<file path="src/design/mlfq_pkg.sv">
// Shared constants, codes and types for the feedback-queue process scheduler.
// No dependencies; imported by mlfq_sat_unit and mlfq_process_scheduler.
package mlfq_pkg;

	localparam int NUM_SLOTS    = 64;
	localparam int SLOT_W       = $clog2(NUM_SLOTS);
	localparam int NUM_LEVELS   = 4;
	localparam int LVL_W        = 2;
	localparam int COUNTER_BITS = 16;
	localparam int CNT_W        = COUNTER_BITS;
	localparam int BOOST_W      = 8;
	localparam int LIM_W        = CNT_W + BOOST_W;
	localparam int CADDR_W      = SLOT_W + LVL_W;
	localparam int ID_W         = 32;
	localparam int CFG_IDX_W    = 3;
	localparam int CFG_DATA_W   = 16;

	localparam logic [CNT_W-1:0] CNT_MAX = {CNT_W{1'b1}};
	localparam logic [LVL_W-1:0] LVL_TOP = 2'd3;

	// slot status codes
	localparam logic [2:0] ST_UNUSED   = 3'd0;
	localparam logic [2:0] ST_EMBRYO   = 3'd1;
	localparam logic [2:0] ST_SLEEPING = 3'd2;
	localparam logic [2:0] ST_RUNNABLE = 3'd3;
	localparam logic [2:0] ST_RUNNING  = 3'd4;
	localparam logic [2:0] ST_ZOMBIE   = 3'd5;

	// item kinds
	localparam logic [1:0] K_ALLOC  = 2'd0;
	localparam logic [1:0] K_SELECT = 2'd1;
	localparam logic [1:0] K_FINISH = 2'd2;
	localparam logic [1:0] K_SETST  = 2'd3;

	// requested states on set-state
	localparam logic [1:0] NS_UNUSED   = 2'd0;
	localparam logic [1:0] NS_SLEEPING = 2'd1;
	localparam logic [1:0] NS_RUNNABLE = 2'd2;
	localparam logic [1:0] NS_ZOMBIE   = 2'd3;

	// result status
	localparam logic [1:0] RS_OK      = 2'd0;
	localparam logic [1:0] RS_NONE    = 2'd1;
	localparam logic [1:0] RS_INVALID = 2'd2;

	// register indexes
	localparam logic [CFG_IDX_W-1:0] R_POLICY = 3'd0;
	localparam logic [CFG_IDX_W-1:0] R_SLICE3 = 3'd1;
	localparam logic [CFG_IDX_W-1:0] R_SLICE2 = 3'd2;
	localparam logic [CFG_IDX_W-1:0] R_SLICE1 = 3'd3;
	localparam logic [CFG_IDX_W-1:0] R_BOOST  = 3'd4;
	localparam logic [CFG_IDX_W-1:0] R_BOTTOM = 3'd5;

	typedef struct packed {
		logic [CNT_W-1:0] a;
		logic [CNT_W-1:0] b;
		logic [LIM_W-1:0] lim;
	} sat_op_t;

	typedef struct packed {
		logic [CNT_W-1:0] sum;
		logic             ge;
	} sat_res_t;

endpackage

</file>
<file path="src/design/mlfq_sat_unit.sv">
// Shared saturating counter adder with threshold compare.
// Depends on mlfq_pkg.
module mlfq_sat_unit (
	input  mlfq_pkg::sat_op_t  op,
	output mlfq_pkg::sat_res_t res
);
	import mlfq_pkg::*;

	logic [CNT_W:0]   raw;
	logic [CNT_W-1:0] sat;

	assign raw     = {1'b0, op.a} + {1'b0, op.b};
	assign sat     = raw[CNT_W] ? CNT_MAX : raw[CNT_W-1:0];
	assign res.sum = sat;
	assign res.ge  = {{(LIM_W-CNT_W){1'b0}}, sat} >= op.lim;

endmodule

</file>
<file path="config.mk">
export PLATFORM = sky130hd
export DESIGN_NAME = mlfq_sat_unit
export DESIGN_NICKNAME = d
export VERILOG_FILES = /design/src/design/mlfq_pkg.sv /design/src/design/mlfq_sat_unit.sv
export SDC_FILE = /design/constraint.sdc
export NUM_CORES = 1
export LEC_CHECK = 0
export BUFFER_PORTS_ARGS = -buffer_cell sky130_fd_sc_hd__buf_2
export CAP_MARGIN = 20
export CORE_MARGIN = 2
export CORE_UTILIZATION = 43
export DETAILED_ROUTE_END_ITERATION = 8
export PLACE_DENSITY = 0.85
export SLEW_MARGIN = 20
export SYNTH_ARGS = -nofsm -noshare
export SYNTH_HDL_FRONTEND = slang
export SYNTH_SLANG_ARGS = --single-unit
</file>
<file path="constraint.sdc">
create_clock -name vclk -period 4.55
set_input_delay 0.91 -clock vclk [all_inputs]
set_output_delay 0.91 -clock vclk [all_outputs]
set_load 0.1 [all_outputs]
</file>
==> flow_metrics.py, run 1 <==
metrics = {
    "synth": {
        "post_synth_inst_count": 181,
        "yosys_warnings": 0,
        "sequential_fraction_of_the_synthesis_area_pct": 0,
        "synth_cell_types": 43,
        "post_synth.cell_area_avg_sq_um": 7.02,
        "synth.net_count": 270,
        "syn_area_sq_um": 1270,
    },
    "placed_design": {
        "dp_hpwl_um": 4750,
        "post_dp_cell_area_sq_um": 2490,
        "post-place-cells": 337,
        "portBuffers": 73,
        "place.gp.congestion": 0.895,
    },
    "floorplanning": {
        "rows": 19,
        "fp.dieW_um": 58.4,
        "die_span_y_um": 58.4,
        "num_io_pins": 73,
        "start_util_pct": 45.7,
    },
    "sta": {
        "worstEndpointType": "primary output",
        "worst_endpoint": "res[0]",
    },
    "grt": {
        "overflow": 163,
        "gr-usage-all-layers_pct": 78.0,
        "grt_max_degree": 7,
    },
    "clocking": {
        "postCtsHoldBufs": 0,
    },
    "status": {
        "stop_stage": "global routing",
        "error": "[ERROR GRT-0232] Routing congestion too high. Check the congestion heatmap in the GUI.",
        "run_status": "did not finish",
    },
}
what timing repair did:
| item | in CTS |
|---|---|
| buffers inserted | 8 |
| endpoints found under the hold margin | 0 |
| pin swaps | 17 |
| setup endpoints to repair | 1 |
| cloned | 1 |
| resized for setup | 29 |
cell usage after synthesis (2+ instances only):
cell / n / area (sq um)
nand3_1: 6 / 30.0
o22ai_1: 2 / 12.5
o21a_1: 2 / 15.0
a41oi_1: 2 / 17.5
inv_1: 19 / 71.3
o21ai_0: 4 / 20.0
a21o_1: 6 / 45.0
nand2_1: 28 / 105
a21oi_1: 20 / 100
o211ai_1: 2 / 15.0
nor3_1: 2 / 10.0
buf_2: 2 / 10.0
ha_1: 32 / 400
nand2b_1: 4 / 25.0
nor4_1: 2 / 12.5
xor2_1: 5 / 43.8
mux2_2: 3 / 33.8
nor2_1: 9 / 33.8
xnor2_1: 5 / 43.8
nand4_1: 2 / 12.5
buf_6: 2 / 22.5
through the flow:
stage / utilization [%] / worst slack [ns] / hold slack [ns]
4_1_cts: 97.4 / -0.250 / 2.23
3_3_place_gp: 89.5 / -0.344 / 2.34
3_5_place_dp: 89.5 / -0.687 / 2.34
2_1_floorplan: - / -0.309 / 2.05
metal layers:
metal	overflow	track usage, %
met5	0	0
met4	52	102
met2	111	111
met1	0	72.3
met3	0	37.1
cells by family after synthesis:
family | synth area share [%]
muxes | 2.66
AOI/OAI and AO/OA | 26.7
xor gates and xnor gates | 6.89
buffers and inverters | 8.76
adders and majority gates | 33.1
and+or+nand+nor | 21.9
==> run 2: changes to the inputs <==
--- a/config.mk
+++ b/config.mk
@@ -7,10 +7,10 @@
 export LEC_CHECK = 0
 export BUFFER_PORTS_ARGS = -buffer_cell sky130_fd_sc_hd__buf_2
 export CAP_MARGIN = 20
-export CORE_MARGIN = 2
-export CORE_UTILIZATION = 43
+export CORE_AREA = 2 2 63 65
 export DETAILED_ROUTE_END_ITERATION = 8
-export PLACE_DENSITY = 0.85
+export DIE_AREA = 0 0 65 67
+export PLACE_DENSITY_LB_ADDON = 0.15
 export SLEW_MARGIN = 20
 export SYNTH_ARGS = -nofsm -noshare
 export SYNTH_HDL_FRONTEND = slang
==> constraint.sdc (replaced) <==
create_clock -name vclk -period 5.9
set_input_delay 1.18 -clock vclk [all_inputs]
set_output_delay 1.18 -clock vclk [all_outputs]
set_load 0.1 [all_outputs]
==> run 2 against run 1 <==
The flow now finishes without violations. Synthesized area did not move. Synthesized cell count did not move.
==> flow_metrics.py, run 2 <==
metrics = {
    "status": {
        "run_status": "finished clean",
    },
    "floorplanning": {
        "dieArea_sq_um": 4360,
        "die_span_y_um": 67,
        "rows": 22,
        "fp.dieW_um": 65,
        "start_util_pct": 35.3,
        "core-area_sq_um": 3610,
        "num_io_pins": 73,
    },
    "setup_path": {
        "critical_path_class": "input pin to primary output",
        "critical_path.startpoint_type": "input pin",
        "worst-path-max-fanout": 7,
        "stages_on_worst_setup_path": 17,
        "critical_path_required_ns": 4.72,
        "cp_slowest_cell": "fa_1",
        "critical_path.n_buffers_inverters": 3,
        "cp.arrival_ns": 4.54,
        "setup.worst_path.end_class": "primary output",
        "worst_path_dominant_cell_family": "compound AO/OA/AOI/OAI gates",
        "worstPathCellList": "buf_2 -> ha_1 -> fa_1 -> a21o_1 -> a31o_1 -> a211oi_2 -> or3_1 -> buf_4 -> nor2b_1 -> ha_1 -> nand2b_1 -> a21o_1 -> a211oi_1 -> o21ai_0 -> nand2_1 -> a21oi_4 -> clkbuf_4",
        "cp_slowest_stage_delay_ns": 0.40,
    },
    "route": {
        "num_vias": 1491,
        "drc": 0,
        "drt_iter0_drc": 62,
        "detail_route.vias_per_cell": 4.94,
        "route.antenna.remaining_nets": 0,
        "drt_wl_total_um": 3320,
        "route.detailed.wl_per_inst_um": 11.0,
        "drt_first_pass_iters": 4,
    },
    "cells_and_area": {
        "clkbuf_count": 0,
        "ffs_latches": 0,
        "instances_no_fill": 302,
        "post_route_cells_drive_above_1_share_pct": 37.8,
        "num-nets-final": 345,
        "fillers": 367,
        "multi_input_comb_area_sq_um": 1200,
        "layout_common_cells": "72 x buf_2, 32 x ha_1, 19 x a21oi_1, 19 x inv_1, 18 x nand2_1",
        "area.sequential_sq_um": 0,
        "area_growth_syn_to_layout_pct": 37.6,
        "layout.cell_area.non_filler_sq_um": 1750,
        "commonest_non_fill_non_tap_cell_in_the_layout": "buf_2",
        "antenna_cells": 0,
    },
    "synth": {
        "yosys_warnings": 0,
        "synth_common_cells": "32 x ha_1, 28 x nand2_1, 20 x a21oi_1, 19 x inv_1, 9 x nor2_1",
        "syn_area_sq_um": 1270,
        "synth.net_count": 270,
        "post_synth.cell_area_avg_sq_um": 7.02,
        "synth_cell_types": 43,
        "sequential_fraction_of_the_synthesis_area_pct": 0,
        "synth.area.top_cells": "ha_1 31%, nand2_1 8.3%, a21oi_1 7.9%",
        "post_synth_inst_count": 181,
        "yosysTopAreaCell": "ha_1",
        "yosys.area.top_type_share_pct": 31.5,
        "yosysMostFrequentCell": "ha_1",
    },
    "sta": {
        "setup_viol_count_final": 0,
        "report.final.hold_viol_count": 0,
        "final_min_period_over_clock_period_pct": 96.9,
        "timing_max_transition_violations_final": 0,
        "worst_slew_pin_slew_ns": 0.494,
        "timing.hold.ws_ns": 2.86,
        "final_period_minus_worst_setup_slack_ns": 5.72,
        "clock.fmax_mhz": 175,
        "grt_setup_unrepaired": "false",
        "totalNegativeSetupSlack_ns": 0,
        "slew_headroom_pct": 67.3,
    },
    "placed_design": {
        "portBuffers": 73,
        "post_dp_cell_area_sq_um": 1750,
        "post-place-cells": 302,
        "place.gp.congestion": 0.872,
        "dp_hpwl_um": 3000,
    },
    "grt": {
        "grt_max_degree": 11,
        "antenna_found_initial": 0,
        "grt_pass1_wl_um": 5360,
        "overflow": 0,
        "gr-usage-all-layers_pct": 14.8,
        "vias_in_the_first_global_route": 1309,
    },
    "min_path": {
        "worst_hold_path_depth": 5,
        "hold_class": "input pin to primary output",
        "min-delay-start": "op[17]",
        "min_delay_worst_endpoint": "res[0]",
    },
    "clocking": {
        "post_cts_setup_driven_buffer_insertion_count": 0,
        "postCtsHoldBufs": 0,
    },
    "pwr": {
        "totalPowerFinal_uw": 416,
        "cellLeakagePower_uw": 0.000968,
        "ir_worst_vdd_uv": 149,
        "power.density_nw_per_um2": 238,
    },
    "run": {
        "drv.max_cap_violation_count": 0,
    },
}
## run 2: worst max path at each step
stage            from     end
3_5_place_dp   op[24]  res[0]
6_report       op[24]  res[0]
5_1_grt        op[24]  res[0]
4_1_cts        op[24]  res[0]
2_1_floorplan  op[24]  res[0]
3_3_place_gp   op[24]  res[0]
## run 2: stage by stage
step | util, % | worst slack (ns)
final | 48.5 | 0.180
after global routing | 48.5 | 0.00367
after CTS | 48.4 | 0.155
after detailed placement | 48.4 | 0.163
after global placement | 48.4 | 0.169
after floorplan | - | 0.00506
## run 2: area by class of cell
class	count	share of cell area [%]
Inverter	19	4.08
Multi-Input combinational cell	157	68.6
Tap cell	48	3.43
Timing Repair Buffer	78	23.9
## run 2: power breakdown
group / total (uW) / internal, uW / switching (uW)
sequential: 0 / 0 / 0
clock: 0 / 0 / 0
combinational: 416 / 113 / 302
## run 2: cell families (layout without fill, tap and decap cells)
logic type,after synthesis,count (layout),share of synthesized area [%]
and+or+nand+nor,60,60,21.9
AOI/OAI and AO/OA,51,51,26.7
adders and majority gates,33,33,33.1
xor gates and xnor gates,10,10,6.89
muxes,3,3,2.66
buffers and inverters,24,97,8.76
## run 2: tightest hold or removal path: stages
cell and delay [ns]:
buf_2 0.07, nor4_1 0.03, nand2_1 0.09, a21oi_4 0.03, clkbuf_4 0.27
## run 2: per-layer routing
layer / part of all wire (%) / global-route usage, % / vias up / wire length, um
li1: - / - / 802 / -
met1: 48 / 20.3 / 637 / 1590
met2: 46 / 26.9 / 52 / 1520
met3: 6.4 / 0.676 / 0 / 211
met4: 0 / 0 / 0 / 0
met5: 0 / 0 / - / 0
## run 2: what timing repair did
action / 4_1_cts / 5_1_grt
endpoints found under the setup margin: 0 / 1
gates resized for setup: 0 / 1
hold endpoints to repair: 0 / 0
No activity file was read; power rests on OpenSTA's default activity.
==> run 3: changes to the inputs <==
==> constraint.sdc (replaced) <==
create_clock -name vclk -period 7
set_input_delay 1.4 -clock vclk [all_inputs]
set_output_delay 1.4 -clock vclk [all_outputs]
set_load 0.1 [all_outputs]
==> run 3 against run 2 <==
Utilization down 2.5 points. Sequential cell count did not move. Non-clock buffer count is 5 lower. Die area unchanged. Setup slack improved by 0.53 ns. Sequential share of layout area unchanged. Final cell count shrank 1.7%. Power shrank 20%. First-iteration DRC count is 35% lower. Combinational power is 20% lower.
==> flow_metrics.py, run 3 (synthesis results as in run 2) <==
metrics = {
    "status": {
        "run_status": "finished clean",
    },
    "sta": {
        "final_min_period_over_clock_period_pct": 89.9,
        "slew_headroom_pct": 67.3,
        "worst_slew_pin_slew_ns": 0.495,
        "totalNegativeSetupSlack_ns": 0,
        "clock.fmax_mhz": 159,
        "setup_viol_count_final": 0,
        "timing_max_transition_violations_final": 0,
        "final_period_minus_worst_setup_slack_ns": 6.29,
        "grt_setup_unrepaired": "false",
        "report.final.hold_viol_count": 0,
    },
    "clocking": {
        "postCtsHoldBufs": 0,
        "postCtsResizedCells": 0,
        "post_cts_setup_driven_buffer_insertion_count": 0,
    },
    "route": {
        "drt_first_pass_iters": 4,
        "drt_iter0_drc": 40,
        "detail_route.vias_per_cell": 4.88,
        "drc": 0,
        "route.antenna.remaining_nets": 0,
        "route.detailed.wl_per_inst_um": 10.5,
        "drt_wl_total_um": 3130,
        "num_vias": 1450,
    },
    "floorplanning": {
        "dieArea_sq_um": 4360,
        "num_io_pins": 73,
        "fp.dieW_um": 65,
        "start_util_pct": 35.3,
        "die_span_y_um": 67,
        "rows": 22,
        "core-area_sq_um": 3610,
    },
    "pwr": {
        "ir_worst_vdd_uv": 59.3,
        "totalPowerFinal_uw": 332,
        "cellLeakagePower_uw": 0.000937,
        "power.density_nw_per_um2": 200,
    },
    "cells_and_area": {
        "layout_common_cells": "73 x buf_2, 32 x ha_1, 28 x nand2_1, 19 x a21oi_1, 19 x inv_1",
        "multi_input_comb_area_sq_um": 1160,
        "instances_no_fill": 297,
        "commonest_non_fill_non_tap_cell_in_the_layout": "buf_2",
        "area.sequential_sq_um": 0,
        "layout.cell_area.non_filler_sq_um": 1660,
        "fin_util_pct": 46.0,
        "fillers": 393,
        "num-nets-final": 340,
        "post_route_cells_drive_above_1_share_pct": 32.1,
        "antenna_cells": 0,
        "ffs_latches": 0,
        "area_growth_syn_to_layout_pct": 30.6,
        "clkbuf_count": 0,
    },
    "grt": {
        "antenna_found_initial": 0,
        "gr-usage-all-layers_pct": 13.8,
        "grt_max_degree": 18,
        "vias_in_the_first_global_route": 1266,
        "overflow": 0,
        "grt_pass1_wl_um": 5080,
    },
    "placed_design": {
        "place.gp.congestion": 0.760,
        "dp_hpwl_um": 2820,
        "portBuffers": 73,
        "post-place-cells": 297,
        "post_dp_cell_area_sq_um": 1660,
    },
    "min_path": {
        "hold_class": "input pin to primary output",
    },
    "setup_path": {
        "cp.arrival_ns": 4.89,
        "critical_path.startpoint_type": "input pin",
        "worstPathCellList": "buf_2 -> ha_1 -> fa_1 -> a21o_1 -> a31o_1 -> a211oi_2 -> or3_1 -> nand2_1 -> ha_1 -> a21oi_1 -> o21ai_0 -> a2111oi_0 -> o21ai_0 -> nand2_1 -> a21oi_2 -> buf_2",
        "worst-path-max-fanout": 17,
        "cp_slowest_stage_delay_ns": 0.43,
        "critical_path_required_ns": 5.60,
        "setup.worst_path.end_class": "primary output",
        "cp_slowest_cell": "or3_1",
        "critical_path_class": "input pin to primary output",
    },
    "run": {
        "drv.max_cap_violation_count": 0,
    },
}
-- run 3: cell count changes in the layout (fill, tap and decap cells not counted) --
cell and delta:
buf_4 -4, a21oi_4 -1, clkbuf_4 -1, a21oi_2 +1
o21ai_1 +1, nand2_2 -10, buf_12 -1, buf_2 +1
nand2_1 +10, o21ai_2 -1
-- run 3: per-stage QoR --
stage	setup WS [ns]	hold WS, ns
final	0.709	3.29
after global placement	0.750	3.29
after floorplan	0.107	3.06
after detailed placement	0.711	3.29
after global routing	0.354	3.33
after CTS	0.681	3.29
-- run 3: report_power, final --
part           total (uW)  switching [uW]  internal [uW]
Sequential              0               0              0
Clock                   0               0              0
Combinational         332             247           85.5
Total                 332             247           85.5
-- run 3: area by class of cell --
cell class,instances,area share (%)
tap,48,3.62
multi-input combinational,157,70.1
timing repair buffer,73,22.0
inverter,19,4.30
-- run 3: path summary, 6_finish.rpt --
path | to | from | cells past startpoint
worst max-delay path | res[0] | op[24] | 16
worst min-delay path | res[0] | op[17] | 5
-- run 3: critical path: cells and delay by family --
kind	cells	cell delay (ns)
fa+ha+maj	3	0.94
buf+inv	2	0.39
compound gates	8	1.48
simple gates	3	0.68
-- run 3: per-layer routing --
metal / wire [um] / GRT usage [%]
met3: 185 / 0.169
met4: 0 / 0
met5: 0 / 0
met1: 1610 / 19.7
met2: 1330 / 24.5
==> run 4: changes to the inputs <==
--- a/config.mk
+++ b/config.mk
@@ -5,6 +5,7 @@
 export SDC_FILE = /design/constraint.sdc
 export NUM_CORES = 1
 export LEC_CHECK = 0
+export ABC_CLOCK_PERIOD_IN_PS = 7000
 export BUFFER_PORTS_ARGS = -buffer_cell sky130_fd_sc_hd__buf_2
 export CAP_MARGIN = 20
 export CORE_AREA = 2 2 63 65
==> constraint.sdc (replaced) <==
create_clock -name vclk -period 7
set_input_delay 0.35 -clock vclk [all_inputs]
set_output_delay 0.35 -clock vclk [all_outputs]
set_load 0.1 [all_outputs]
==> run 4 against run 3 <==
Fmax rose by 47%. Critical path depth stayed put. Hold slack lost 2.1 ns. Power barely moved. Critical path type unchanged. Wire length increased by 1.8%. Final cell count unchanged. Final area is 0.23% lower. Die area stayed put. First-iteration DRC count rose by 10%. Utilization shrank 0.10 points. Sequential cell count did not move. Setup slack better by 2.0 ns.
==> flow_metrics.py, run 4 (synthesis results as in run 2) <==
metrics = {
    "grt": {
        "antenna_found_initial": 0,
        "overflow": 0,
        "grt_pass1_wl_um": 5400,
        "use_met3_pct": 0.338,
        "groute.layer.met2.usage_pct": 26.4,
        "grt_max_degree": 18,
        "grt.met1_usage_pct": 21.0,
        "vias_in_the_first_global_route": 1329,
        "gr-usage-all-layers_pct": 14.8,
        "busiest_layer": "met2",
    },
    "cells_and_area": {
        "area_growth_syn_to_layout_pct": 30.3,
        "fillers": 403,
        "layout_common_cells": "73 x buf_2, 32 x ha_1, 28 x nand2_1, 20 x a21oi_1, 19 x inv_1",
        "ffs_latches": 0,
        "area.sequential_sq_um": 0,
        "post_route_cells_drive_above_1_share_pct": 31.7,
        "commonest_non_fill_non_tap_cell_in_the_layout": "buf_2",
        "num-nets-final": 340,
        "antenna_cells": 0,
        "clkbuf_count": 0,
    },
    "pwr": {
        "combPwrFrac_pct": 100.0,
        "ir_worst_vdd_uv": 151,
        "switchingPower_uw": 247,
        "totalPowerFinal_uw": 332,
        "p_int_uw": 85.3,
        "switching_share_pct": 74.3,
        "cellLeakagePower_uw": 0.000938,
        "clkPwrFrac_pct": 0,
        "power.share.sequential_pct": 0,
        "power.density_nw_per_um2": 201,
    },
    "placed_design": {
        "dp_hpwl_um": 2840,
        "place.gp.congestion": 0.821,
        "portBuffers": 73,
    },
    "floorplanning": {
        "dieArea_sq_um": 4360,
        "start_util_pct": 35.3,
        "core-area_sq_um": 3610,
        "num_io_pins": 73,
        "die_span_y_um": 67,
        "fp.dieW_um": 65,
        "rows": 22,
    },
    "route": {
        "drt_wl_total_um": 3180,
        "drt_iter0_drc": 44,
        "drc": 0,
        "drt_first_pass_iters": 4,
        "route.detailed.wl_per_inst_um": 10.7,
        "detail_route.vias_per_cell": 4.92,
        "route.antenna.remaining_nets": 0,
        "num_vias": 1460,
    },
    "sta": {
        "final_min_period_over_clock_period_pct": 61.3,
        "setup_viol_count_final": 0,
        "grt_setup_unrepaired": "false",
        "report.final.hold_viol_count": 0,
        "slew_headroom_pct": 63.9,
        "timing_max_transition_violations_final": 0,
        "worst_slew_pin_slew_ns": 0.542,
        "clock.fmax_mhz": 233,
        "timing.hold.ws_ns": 1.18,
        "final_period_minus_worst_setup_slack_ns": 4.29,
        "totalNegativeSetupSlack_ns": 0,
    },
    "setup_path": {
        "setup.worst_path.end_class": "primary output",
        "worst-path-max-fanout": 17,
        "critical_path_required_ns": 6.65,
        "critical_path_class": "input pin to primary output",
        "critical_path.startpoint_type": "input pin",
        "cp.arrival_ns": 3.94,
    },
    "status": {
        "run_status": "finished clean",
    },
    "clocking": {
        "post_cts_setup_driven_buffer_insertion_count": 0,
        "postCtsHoldBufs": 0,
        "postCtsResizedCells": 0,
    },
    "run": {
        "drv.max_cap_violation_count": 0,
    },
    "min_path": {
        "hold_class": "input pin to primary output",
    },
}
run 4: path summary, 6_finish.rpt:
| check | from | end | slack [ns] | cells past startpoint |
|---|---|---|---|---|
| setup / recovery | op[24] | res[0] | 2.71 | 16 |
| hold / removal | op[17] | res[0] | 1.18 | 5 |
run 4: per-stage QoR:
step | setup slack, ns | area [sq um] | cells | util, %
after floorplan | 0.920 | 1270 | 181 | -
after global placement | 2.79 | 1660 | 297 | 45.9
after detailed placement | 2.63 | 1660 | 297 | 45.9
after CTS | 2.66 | 1660 | 297 | 45.9
after global routing | 2.37 | 1660 | 297 | 45.9
final | 2.71 | 1660 | 297 | 45.9
run 4: layer usage:
layer	share of wire (%)	up-vias
met3	5.0	0
met2	44	40
met5	0	-
li1	-	792
met1	51	628
met4	0	0
run 4: power groups by stage:
stage / Clock (uW) / Combinational [uW] / Sequential, uW
after floorplan: 0 / 276 / 0
after CTS: 0 / 334 / 0
final: 0 / 332 / 0
after detailed placement: 0 / 333 / 0
after global routing: 0 / 359 / 0
after global placement: 0 / 334 / 0
run 4: area by class of cell:
type               count  area (sq um)  area share (%)
inverters             19          71.3            4.31
multi-input cells    157          1160            70.0
well taps             48          60.1            3.63
repair buffers        73           365            22.1
run 4: worst max-delay path: stages:
cell and delay [ns]:
buf_2 0.10, ha_1 0.21, fa_1 0.40, a21o_1 0.20
a31o_1 0.25, a211oi_2 0.17, or3_1 0.48, nand2_1 0.16
ha_1 0.32, a21oi_1 0.15, o21ai_0 0.13, a2111oi_0 0.37
o21ai_0 0.21, nand2_1 0.09, a21oi_1 0.05, buf_2 0.29
